--- src/design/c8x_pkg.sv ---
`timescale 1ns / 1ps
// Shared types, constants and opcode names for the CHIP-8 style execute core.
// No dependencies; every other design file except c8x_ram imports this package.
package c8x_pkg;

    localparam int STACK_DEPTH = 16;
    localparam int SIDX_W      = $clog2(STACK_DEPTH);
    localparam int SP_W        = $clog2(STACK_DEPTH + 1);

    localparam int PC_W   = 12;
    localparam int REG_W  = 8;
    localparam int RIDX_W = 4;
    localparam int NREGS  = 16;

    localparam int IN_DATA_W  = 24;
    localparam int OUT_DATA_W = 48;

    localparam logic [PC_W-1:0]   RESET_START = 12'h200;
    localparam logic [RIDX_W-1:0] REG_V0      = 4'h0;
    localparam logic [RIDX_W-1:0] REG_VF      = 4'hF;

    // Instruction groups (top nibble)
    localparam logic [3:0] OP_SYS  = 4'h0;
    localparam logic [3:0] OP_JP   = 4'h1;
    localparam logic [3:0] OP_CALL = 4'h2;
    localparam logic [3:0] OP_SEI  = 4'h3;
    localparam logic [3:0] OP_SNEI = 4'h4;
    localparam logic [3:0] OP_SER  = 4'h5;
    localparam logic [3:0] OP_LDI  = 4'h6;
    localparam logic [3:0] OP_ADDI = 4'h7;
    localparam logic [3:0] OP_ALU  = 4'h8;
    localparam logic [3:0] OP_LDX  = 4'hA;
    localparam logic [3:0] OP_JPV0 = 4'hB;
    localparam logic [3:0] OP_RND  = 4'hC;

    // Group zero sub-codes (low nibble)
    localparam logic [3:0] SYS_CLS = 4'h0;
    localparam logic [3:0] SYS_RET = 4'hE;

    // Register-register sub-codes (low nibble of group 8)
    localparam logic [3:0] ALU_MOV  = 4'h0;
    localparam logic [3:0] ALU_OR   = 4'h1;
    localparam logic [3:0] ALU_AND  = 4'h2;
    localparam logic [3:0] ALU_XOR  = 4'h3;
    localparam logic [3:0] ALU_ADD  = 4'h4;
    localparam logic [3:0] ALU_SUB  = 4'h5;
    localparam logic [3:0] ALU_SHR  = 4'h6;
    localparam logic [3:0] ALU_SUBN = 4'h7;

    typedef struct packed {
        logic [PC_W-1:0]   next_pc;
        logic [PC_W-1:0]   index_value;
        logic              clear_display;
        logic              unknown_op;
        logic              stack_error;
        logic              dest_written;
        logic [RIDX_W-1:0] dest_index;
        logic [REG_W-1:0]  dest_value;
        logic              flag_written;
        logic              flag_value;
    } c8x_result_t;

    typedef struct packed {
        logic              dest_we;
        logic [RIDX_W-1:0] dest_idx;
        logic [REG_W-1:0]  dest_val;
        logic              flag_we;
        logic              flag_val;
    } c8x_rf_wr_t;

    typedef struct packed {
        logic            push;
        logic            pop;
        logic [PC_W-1:0] push_data;
    } c8x_stk_ctl_t;

    typedef struct packed {
        logic            empty;
        logic            full;
        logic [PC_W-1:0] top;
    } c8x_stk_stat_t;

    typedef struct packed {
        c8x_result_t  res;
        c8x_rf_wr_t   rf;
        c8x_stk_ctl_t stk;
    } c8x_exec_t;

endpackage

--- src/design/c8x_ram.sv ---
`timescale 1ns / 1ps
// Generic single-write, single-read RAM with registered read data.
// Standalone; no package dependencies.
module c8x_ram #(
    parameter int WIDTH = 8,
    parameter int DEPTH = 16
) (
    input  logic                     aclk,
    input  logic                     wr_en,
    input  logic [$clog2(DEPTH)-1:0] wr_addr,
    input  logic [WIDTH-1:0]         wr_data,
    input  logic [$clog2(DEPTH)-1:0] rd_addr,
    output logic [WIDTH-1:0]         rd_data
);

    logic [WIDTH-1:0] mem [DEPTH];
    logic [WIDTH-1:0] rd_data_reg;

    always_ff @(posedge aclk) begin
        if (wr_en) begin
            mem[wr_addr] <= wr_data;
        end
        rd_data_reg <= mem[rd_addr];
    end

    assign rd_data = rd_data_reg;

endmodule

--- src/design/c8x_regfile.sv ---
`timescale 1ns / 1ps
// V0..VE in two RAM copies (one per read port), VF in a flop, valid bits for reset.
// Depends on c8x_pkg and c8x_ram.
module c8x_regfile (
    input  logic                       aclk,
    input  logic                       aresetn,
    input  logic [c8x_pkg::RIDX_W-1:0] rd_addr_a,
    input  logic [c8x_pkg::RIDX_W-1:0] rd_addr_b,
    input  c8x_pkg::c8x_rf_wr_t        wr,
    output logic [c8x_pkg::REG_W-1:0]  rd_data_a,
    output logic [c8x_pkg::REG_W-1:0]  rd_data_b
);
    import c8x_pkg::*;

    logic [NREGS-1:0]  vld_reg, vld_next;
    logic [REG_W-1:0]  vf_reg, vf_next;
    logic [RIDX_W-1:0] addr_a_reg, addr_b_reg;
    logic              byp_a_reg, byp_b_reg;
    logic              vld_a_reg, vld_b_reg;
    logic [REG_W-1:0]  wr_data_reg;
    logic [REG_W-1:0]  ram_a, ram_b;
    logic              ram_we;

    // VF is written by the flag first, then by the destination write
    assign ram_we = wr.dest_we && (wr.dest_idx != REG_VF);

    always_comb begin
        vld_next = vld_reg;
        if (ram_we) begin
            vld_next[wr.dest_idx] = 1'b1;
        end
        vf_next = vf_reg;
        if (wr.dest_we && (wr.dest_idx == REG_VF)) begin
            vf_next = wr.dest_val;
        end else if (wr.flag_we) begin
            vf_next = {{(REG_W-1){1'b0}}, wr.flag_val};
        end
    end

    always_ff @(posedge aclk) begin
        if (!aresetn) begin
            vld_reg   <= '0;
            vf_reg    <= '0;
            byp_a_reg <= 1'b0;
            byp_b_reg <= 1'b0;
        end else begin
            vld_reg   <= vld_next;
            vf_reg    <= vf_next;
            byp_a_reg <= ram_we && (wr.dest_idx == rd_addr_a);
            byp_b_reg <= ram_we && (wr.dest_idx == rd_addr_b);
        end
        addr_a_reg  <= rd_addr_a;
        addr_b_reg  <= rd_addr_b;
        vld_a_reg   <= vld_reg[rd_addr_a];
        vld_b_reg   <= vld_reg[rd_addr_b];
        wr_data_reg <= wr.dest_val;
    end

    c8x_ram #(.WIDTH(REG_W), .DEPTH(NREGS)) u_ram_a (
        .aclk    (aclk),
        .wr_en   (ram_we),
        .wr_addr (wr.dest_idx),
        .wr_data (wr.dest_val),
        .rd_addr (rd_addr_a),
        .rd_data (ram_a)
    );

    c8x_ram #(.WIDTH(REG_W), .DEPTH(NREGS)) u_ram_b (
        .aclk    (aclk),
        .wr_en   (ram_we),
        .wr_addr (wr.dest_idx),
        .wr_data (wr.dest_val),
        .rd_addr (rd_addr_b),
        .rd_data (ram_b)
    );

    // Forward a write that landed on the same edge as the read; unwritten reads zero
    always_comb begin
        if (addr_a_reg == REG_VF) begin
            rd_data_a = vf_reg;
        end else if (byp_a_reg) begin
            rd_data_a = wr_data_reg;
        end else if (vld_a_reg) begin
            rd_data_a = ram_a;
        end else begin
            rd_data_a = '0;
        end
        if (addr_b_reg == REG_VF) begin
            rd_data_b = vf_reg;
        end else if (byp_b_reg) begin
            rd_data_b = wr_data_reg;
        end else if (vld_b_reg) begin
            rd_data_b = ram_b;
        end else begin
            rd_data_b = '0;
        end
    end

endmodule

--- src/design/c8x_callstack.sv ---
`timescale 1ns / 1ps
// Return-address stack: top entry in a register, the rest in RAM with
// the entry below the top prefetched. Depends on c8x_pkg and c8x_ram.
module c8x_callstack (
    input  logic                  aclk,
    input  logic                  aresetn,
    input  c8x_pkg::c8x_stk_ctl_t ctl,
    output c8x_pkg::c8x_stk_stat_t stat
);
    import c8x_pkg::*;

    logic [SP_W-1:0]   sp_reg, sp_next;
    logic [PC_W-1:0]   top_reg, top_next;
    logic [SP_W-1:0]   below_ptr;
    logic [PC_W-1:0]   below_data;

    always_comb begin
        sp_next  = sp_reg;
        top_next = top_reg;
        if (ctl.push) begin
            sp_next  = sp_reg + SP_W'(1);
            top_next = ctl.push_data;
        end else if (ctl.pop) begin
            sp_next  = sp_reg - SP_W'(1);
            top_next = below_data;
        end
    end

    // Prefetch the entry under the next top
    assign below_ptr = sp_next - SP_W'(2);

    always_ff @(posedge aclk) begin
        if (!aresetn) begin
            sp_reg <= '0;
        end else begin
            sp_reg <= sp_next;
        end
        top_reg <= top_next;
    end

    c8x_ram #(.WIDTH(PC_W), .DEPTH(STACK_DEPTH)) u_ram (
        .aclk    (aclk),
        .wr_en   (ctl.push),
        .wr_addr (sp_reg[SIDX_W-1:0]),
        .wr_data (ctl.push_data),
        .rd_addr (below_ptr[SIDX_W-1:0]),
        .rd_data (below_data)
    );

    assign stat.empty = (sp_reg == '0);
    assign stat.full  = (sp_reg == SP_W'(STACK_DEPTH));
    assign stat.top   = top_reg;

endmodule

--- src/design/c8x_exec.sv ---
`timescale 1ns / 1ps
// Instruction decode and ALU: next PC, register writes, stack requests.
// Depends on c8x_pkg.
module c8x_exec (
    input  logic [15:0]                 instr,
    input  logic [c8x_pkg::REG_W-1:0]   random_byte,
    input  logic [c8x_pkg::REG_W-1:0]   vx,
    input  logic [c8x_pkg::REG_W-1:0]   vy,
    input  logic [c8x_pkg::PC_W-1:0]    pc,
    input  logic [c8x_pkg::PC_W-1:0]    index_in,
    input  c8x_pkg::c8x_stk_stat_t      stk_stat,
    output c8x_pkg::c8x_exec_t          ex
);
    import c8x_pkg::*;

    logic [3:0]        grp;
    logic [RIDX_W-1:0] x;
    logic [3:0]        n;
    logic [REG_W-1:0]  nn;
    logic [PC_W-1:0]   nnn;
    logic [PC_W-1:0]   pc2, pc4;
    logic [REG_W:0]    sum;

    assign grp = instr[15:12];
    assign x   = instr[11:8];
    assign n   = instr[3:0];
    assign nn  = instr[7:0];
    assign nnn = instr[11:0];
    assign pc2 = pc + PC_W'(2);
    assign pc4 = pc + PC_W'(4);
    assign sum = {1'b0, vx} + {1'b0, vy};

    always_comb begin
        ex                 = '0;
        ex.res.next_pc     = pc2;
        ex.res.index_value = index_in;
        ex.stk.push_data   = pc2;
        unique case (grp)
            OP_SYS: begin
                if (n == SYS_CLS) begin
                    ex.res.clear_display = 1'b1;
                end else if (n == SYS_RET) begin
                    if (stk_stat.empty) begin
                        ex.res.stack_error = 1'b1;
                    end else begin
                        ex.stk.pop     = 1'b1;
                        ex.res.next_pc = stk_stat.top;
                    end
                end else begin
                    ex.res.unknown_op = 1'b1;
                end
            end
            OP_JP: ex.res.next_pc = nnn;
            OP_CALL: begin
                if (stk_stat.full) begin
                    ex.res.stack_error = 1'b1;
                end else begin
                    ex.stk.push    = 1'b1;
                    ex.res.next_pc = nnn;
                end
            end
            OP_SEI:  if (vx == nn) ex.res.next_pc = pc4;
            OP_SNEI: if (vx != nn) ex.res.next_pc = pc4;
            OP_SER:  if (vx == vy) ex.res.next_pc = pc4;
            OP_LDI: begin
                ex.rf.dest_we  = 1'b1;
                ex.rf.dest_val = nn;
            end
            OP_ADDI: begin
                ex.rf.dest_we  = 1'b1;
                ex.rf.dest_val = vx + nn;
            end
            OP_ALU: begin
                ex.rf.dest_we = 1'b1;
                unique case (n)
                    ALU_MOV: ex.rf.dest_val = vy;
                    ALU_OR:  ex.rf.dest_val = vx | vy;
                    ALU_AND: ex.rf.dest_val = vx & vy;
                    ALU_XOR: ex.rf.dest_val = vx ^ vy;
                    ALU_ADD: begin
                        ex.rf.flag_we  = 1'b1;
                        ex.rf.flag_val = sum[REG_W];
                        ex.rf.dest_val = sum[REG_W-1:0];
                    end
                    ALU_SUB: begin
                        ex.rf.flag_we  = 1'b1;
                        ex.rf.flag_val = !(vy > vx);
                        ex.rf.dest_val = vx - vy;
                    end
                    ALU_SHR: begin
                        ex.rf.flag_we  = 1'b1;
                        ex.rf.flag_val = vx[0];
                        ex.rf.dest_val = vx >> 1;
                    end
                    ALU_SUBN: begin
                        ex.rf.flag_we  = 1'b1;
                        ex.rf.flag_val = !(vx > vy);
                        ex.rf.dest_val = vy - vx;
                    end
                    default: begin
                        ex.rf.dest_we     = 1'b0;
                        ex.res.unknown_op = 1'b1;
                    end
                endcase
            end
            OP_LDX:  ex.res.index_value = nnn;
            // vx carries V0 here: the register file reads address zero for this group
            OP_JPV0: ex.res.next_pc = {{(PC_W-REG_W){1'b0}}, vx} + nnn;
            OP_RND: begin
                ex.rf.dest_we  = 1'b1;
                ex.rf.dest_val = random_byte & nn;
            end
            default: ex.res.unknown_op = 1'b1;
        endcase

        if (ex.rf.dest_we) begin
            ex.rf.dest_idx = x;
        end
        ex.res.dest_written = ex.rf.dest_we;
        ex.res.dest_index   = ex.rf.dest_idx;
        ex.res.dest_value   = ex.rf.dest_val;
        ex.res.flag_written = ex.rf.flag_we;
        ex.res.flag_value   = ex.rf.flag_val;
    end

endmodule

--- src/design/chip8_instruction_execute_core.sv ---
`timescale 1ns / 1ps
// Top level of the CHIP-8 style instruction execute core.
// Depends on c8x_pkg, c8x_regfile, c8x_callstack and c8x_exec.
//
//  Channel  | Direction | Handshake        | Beat contents
//  ---------+-----------+------------------+----------------------------------
//  s_axis   | in        | s_tvalid/tready  | instr, random_byte (24 bits)
//  m_axis   | out       | m_tvalid/tready  | next_pc .. flag_value (48 bits)
//  cfg      | in        | cfg_wr_en        | start_address (12 bits)
//
// One instruction per cycle sustained while m_tready stays high. A beat taken at an edge
// is held in the input register and executes from there (the register file RAMs deliver
// its operands at that edge); its result is registered and then shown on m_tdata.
// The input register and the result register form a two-deep pipeline, so
// a new beat can be taken while a finished result waits for m_tready.
// Synchronous active-low reset empties the pipeline and the call stack, zeroes
// V0..VF and the index and loads the program counter with 0x200. A cfg write
// loads the program counter at once; write only when the core is idle.
module chip8_instruction_execute_core (
    input  logic                           aclk,
    input  logic                           aresetn,
    // Configuration: start_address
    input  logic                           cfg_wr_en,
    input  logic [c8x_pkg::PC_W-1:0]       cfg_wr_data,
    // Instruction stream
    input  logic                           s_tvalid,
    output logic                           s_tready,
    // [15:0] instr, [23:16] random_byte
    input  logic [c8x_pkg::IN_DATA_W-1:0]  s_tdata,
    // Result stream
    output logic                           m_tvalid,
    input  logic                           m_tready,
    // [11:0] next_pc, [23:12] index_value, [24] clear_display, [25] unknown_op,
    // [26] stack_error, [27] dest_written, [31:28] dest_index,
    // [39:32] dest_value, [40] flag_written, [41] flag_value, [47:42] zero
    output logic [c8x_pkg::OUT_DATA_W-1:0] m_tdata
);
    import c8x_pkg::*;

    // Pipeline handshake
    logic              in_valid_reg, in_valid_next;
    logic              out_valid_reg, out_valid_next;
    logic              exec_fire;
    logic              in_load;

    // Input stage payload
    logic [15:0]       instr_reg;
    logic [REG_W-1:0]  rnd_reg;

    // Architectural state kept here
    logic [PC_W-1:0]   pc_reg, pc_next;
    logic [PC_W-1:0]   index_reg, index_next;

    // Result register
    c8x_result_t       res_reg;

    // Operand fetch and execute
    logic [15:0]       fetch_instr;
    logic [RIDX_W-1:0] rd_addr_a, rd_addr_b;
    logic [REG_W-1:0]  opnd_a, opnd_b;
    c8x_exec_t         ex;
    c8x_rf_wr_t        rf_wr;
    c8x_stk_ctl_t      stk_ctl;
    c8x_stk_stat_t     stk_stat;

    // Execute when an instruction is staged and the result slot is free or draining
    assign exec_fire = in_valid_reg && (!out_valid_reg || m_tready);
    assign s_tready  = !in_valid_reg || exec_fire;
    assign in_load   = s_tvalid && s_tready;

    always_comb begin
        in_valid_next = in_valid_reg;
        if (in_load) begin
            in_valid_next = 1'b1;
        end else if (exec_fire) begin
            in_valid_next = 1'b0;
        end
        out_valid_next = out_valid_reg;
        if (exec_fire) begin
            out_valid_next = 1'b1;
        end else if (m_tready) begin
            out_valid_next = 1'b0;
        end
    end

    // Read operands for the beat that will sit in the input register next cycle:
    // the incoming beat on a load, otherwise hold the staged one
    assign fetch_instr = in_load ? s_tdata[15:0] : instr_reg;
    // Jump plus V0 reads V0 in place of VX
    assign rd_addr_a   = (fetch_instr[15:12] == OP_JPV0) ? REG_V0 : fetch_instr[11:8];
    assign rd_addr_b   = fetch_instr[7:4];

    // Commit state changes only on the edge that executes the beat
    assign rf_wr   = exec_fire ? ex.rf  : '0;
    assign stk_ctl = exec_fire ? ex.stk : '0;

    always_comb begin
        pc_next    = pc_reg;
        index_next = index_reg;
        if (cfg_wr_en) begin
            pc_next = cfg_wr_data;
        end else if (exec_fire) begin
            pc_next    = ex.res.next_pc;
            index_next = ex.res.index_value;
        end
    end

    always_ff @(posedge aclk) begin
        if (!aresetn) begin
            in_valid_reg  <= 1'b0;
            out_valid_reg <= 1'b0;
            pc_reg        <= RESET_START;
            index_reg     <= '0;
        end else begin
            in_valid_reg  <= in_valid_next;
            out_valid_reg <= out_valid_next;
            pc_reg        <= pc_next;
            index_reg     <= index_next;
        end
        if (in_load) begin
            instr_reg <= s_tdata[15:0];
            rnd_reg   <= s_tdata[23:16];
        end
        if (exec_fire) begin
            res_reg <= ex.res;
        end
    end

    c8x_regfile u_regfile (
        .aclk      (aclk),
        .aresetn   (aresetn),
        .rd_addr_a (rd_addr_a),
        .rd_addr_b (rd_addr_b),
        .wr        (rf_wr),
        .rd_data_a (opnd_a),
        .rd_data_b (opnd_b)
    );

    c8x_callstack u_callstack (
        .aclk    (aclk),
        .aresetn (aresetn),
        .ctl     (stk_ctl),
        .stat    (stk_stat)
    );

    c8x_exec u_exec (
        .instr       (instr_reg),
        .random_byte (rnd_reg),
        .vx          (opnd_a),
        .vy          (opnd_b),
        .pc          (pc_reg),
        .index_in    (index_reg),
        .stk_stat    (stk_stat),
        .ex          (ex)
    );

    assign m_tvalid = out_valid_reg;
    assign m_tdata  = {6'b0,
                       res_reg.flag_value,
                       res_reg.flag_written,
                       res_reg.dest_value,
                       res_reg.dest_index,
                       res_reg.dest_written,
                       res_reg.stack_error,
                       res_reg.unknown_op,
                       res_reg.clear_display,
                       res_reg.index_value,
                       res_reg.next_pc};

endmodule

--- config.mk ---
export PLATFORM = sky130hd
export DESIGN_NAME = chip8_instruction_execute_core
export DESIGN_NICKNAME = d
export VERILOG_FILES = /design/src/design/c8x_pkg.sv /design/src/design/c8x_ram.sv /design/src/design/c8x_regfile.sv /design/src/design/c8x_callstack.sv /design/src/design/c8x_exec.sv /design/src/design/chip8_instruction_execute_core.sv
export SDC_FILE = /design/constraint.sdc
export NUM_CORES = 1
export LEC_CHECK = 0
export BUFFER_PORTS_ARGS = -buffer_cell sky130_fd_sc_hd__buf_2
export CAP_MARGIN = 40
export CORE_ASPECT_RATIO = 0.5
export CORE_MARGIN = 4
export CORE_UTILIZATION = 28
export DETAILED_ROUTE_END_ITERATION = 8
export PLACE_DENSITY = 0.44
export SLEW_MARGIN = 25
export SYNTH_ARGS = -nofsm -noshare
export SYNTH_HDL_FRONTEND = slang
export SYNTH_SLANG_ARGS = --single-unit
--- constraint.sdc ---
create_clock -name aclk -period 10.4 [get_ports aclk]
set_input_delay 1.04 -clock aclk [delete_from_list [all_inputs] [get_ports aclk]]
set_output_delay 1.04 -clock aclk [all_outputs]
set_load 0.03 [all_outputs]
==> out/metrics.yaml <==
ys.flop_type: "edfxtp_1"
finalHoldViolCount: 0
drt-initial-drc-count: 1359
synth-simple-area-share: 0.101
place_ws_ns: 5.24
reg2reg_to: "pc_reg[4]"
crit_start: "u_regfile.addr_b_reg[1]"
grt_max_degree: 50
post_drt_wl_per_cell_um: 23.8
drive_gt1_frac: 0.182
vias: 16448
detail_route.first_pass.iterations: 7
clockBufferDepth: 3
synth_top_family_by_area: "compound AO/OA/AOI/OAI gates"
io_buffers: 84
numCtsBuffers: 50
yosysWarningCount: 0
synth_compound_area_frac: 0.130
antenna_found_initial: 1
hp-class: "flip-flop to flip-flop"
initial_core_util: 0.285
r2r_slack_ns: 5.45
place_congestion: 0.883
largest_reg_flops: 192
power.leakage_nw: 10.4
rows: 75
grt_pass1_vias: 16454
grt_pass1_wl_mm: 113
yosys.area.top_type_share: 0.482
ctsResizeCount: 0
path_class: "flip-flop to flip-flop"
required_ns: 10.92
hold-path-endpoint: "index_reg[5]"
worstSkewPairLatency_ns: 0.61
reg2reg_from: "u_regfile.addr_b_reg[1]"
cp-end-kind: "flip-flop"
reg_top3: "u_callstack.u_ram.mem x192, u_regfile.u_ram_b.mem x80, u_regfile.u_ram_a.mem x48"
via_per_inst: 5.05
fin_crit_ns: 4.95
setup_viol_count_final: 0
die_h_um: 215
fp.dieW_um: 423
ys_ff_latch: 497
max_freq_ghz: 0.202
io_pins: 91
cap_violations: 0
worst_pin_slew_ns: 0.819
synthCells: 1957
cts_root_buf: "clkbuf_16"
nNetsFinal: 2149
fin_skew_ns: 0.0260
hold_start: "index_reg[5]"
numClockSinks: 497
ys_types: 100
r2r_cells: 9
clk_pin_slew_ns: 0.07
setup_tns_ns: 0
status: "complete, no violations"
start_kind: "flip-flop"
routed_wl_mm: 77.4
slew_violations: 0
ant_nets: 0
hpwl_mm: 51.1
synthTopCellsByArea: "edfxtp_1 (48%), dfxtp_1 (9.2%), mux2i_1 (6.2%), mux2_2 (2.6%), nand2_1 (2.6%)"
regMostFlops: "u_callstack.u_ram.mem"
grt.total_usage: 0.165
drc: 0
vdd.ir_drop.worst_mv: 0.116
holdBufCountCts: 0
synth.yosys.seq_area_share: 0.574
async_flop_share: 0
worst-path-max-fanout: 17
synth_area_leader_cell: "edfxtp_1"
synthAdderAreaFrac: 0.0283
grt_overflow: 0
slew_headroom: 0.453
worst_slack_ns: 5.45
rsz0062_at_grt: "no"
synthMuxAreaShare: 0.113
fin_crit_sh: 0.476
dieArea_um2: 91000
fillers: 8439
hold_depth: 2
cts-htree-levels: 2
area.growth.synth_to_final_pct: 16.0
post-cts-setup-buffers: 0
power_mw: 4.89
cts_tree: "yes"
synthXorXnorAreaFrac: 0.0180
crit_arrival_ns: 5.46
syn_area_um2: 24100
synth_edf_count: 386
core_area_um2: 84500
postSynthAreaPerCell_um2: 12.3
powerDensity_nw_per_um2: 175
[placed cells by master, fill, tap and decap left out, drive strengths merged, types with 24 or more instances in the layout]
| cell | count |
|---|---|
| a221oi | 32 |
| a21oi | 111 |
| a22oi | 42 |
| clkbuf | 73 |
| nor2 | 137 |
| nand3 | 46 |
| nand2 | 165 |
| inv | 60 |
| xnor2 | 24 |
| ha | 48 |
| dfxtp | 111 |
| and3 | 26 |
| buf | 164 |
| mux2 | 56 |
| mux4 | 25 |
| o21ai | 59 |
| mux2i | 151 |
| nor3 | 25 |
| edfxtp | 386 |
[final cells by class]
class                           count  area, µm²  share of cell area
Antenna cell                        2       5.00            0.000179
Clock buffer                       72       1490              0.0533
Clock inverter                     22        218             0.00780
Inverter                           62        233             0.00834
Multi-Input combinational cell   1280       9560               0.343
Sequential cell                   497      13800               0.495
Tap cell                         1155       1450              0.0518
Timing Repair Buffer              165       1150              0.0412
[critical path, cell delays in order, from the launching register on]
cell and delay, ns:
dfxtp_1 0.62, nand4_1 0.68, a21oi_1 0.56, ha_1 0.43, nor4b_1 0.45, nand4b_1 0.37, o221ai_2 0.69, nor3_1 0.19
or4_1 0.61, a311oi_2 0.26
[synthesized netlist by cell type, drive strengths merged (18+ instances only)]
cell type	count
a211oi	23
a21oi	111
a221o	19
a221oi	32
a22oi	42
a311oi	23
and3	26
buf	55
clkbuf	76
dfxtp	111
edfxtp	386
ha	48
inv	59
mux2	56
mux2i	151
mux4	25
nand2	165
nand3	46
nor2	137
nor3	25
o21ai	59
xnor2	24
xor2	18
[how the worst max path moves through the flow]
| stage | end | slack (ns) |
|---|---|---|
| 2_1_floorplan | u_regfile.u_ram_a.mem[10][6] | 6.58 |
| 3_3_place_gp | u_regfile.u_ram_b.mem[4][6] | 5.07 |
| 3_5_place_dp | u_regfile.u_ram_b.mem[2][5] | 5.24 |
| 4_1_cts | u_regfile.u_ram_b.mem[2][5] | 5.17 |
| 5_1_grt | pc_reg[4] | 5.17 |
| 6_report | pc_reg[4] | 5.45 |
[through the flow]
| stage | std cells | util | hold slack [ns] | instance area, µm² |
|---|---|---|---|---|
| 6_report | 3255 | 0.330 | 0.476 | 27900 |
| 5_1_grt | 3254 | 0.330 | 0.497 | 27900 |
| 4_1_cts | 3248 | 0.329 | 0.475 | 27900 |
| 3_5_place_dp | 3154 | 0.309 | 0.466 | 26100 |
| 2_1_floorplan | 1970 | - | 0.449 | 24100 |
| 3_3_place_gp | 3128 | 0.305 | 0.458 | 25800 |
[logic make-up after synthesis]
logic type | count (synthesis)
compound gates | 440
simple gates | 498
flops | 497
fa+ha+maj | 52
buf+inv | 193
other cells | 1
mux | 232
xor+xnor | 44
[metal layers]
metal / vias up / part of all wire / global-route usage
li1: 7643 / - / -
met5: - / 0 / 0
met2: 376 / 0.49 / 0.282
met1: 8341 / 0.45 / 0.223
met3: 88 / 0.038 / 0.0220
met4: 0 / 0.019 / 0.0366
[report_power, final]
group	leakage [nW]	switching, mW	internal (mW)
logic	5.17	0.494	0.275
clock network	0.826	0.811	1.08
registers	4.44	0.0549	2.18
total	10.4	1.36	3.53
Power figures use the tool's default switching activity.
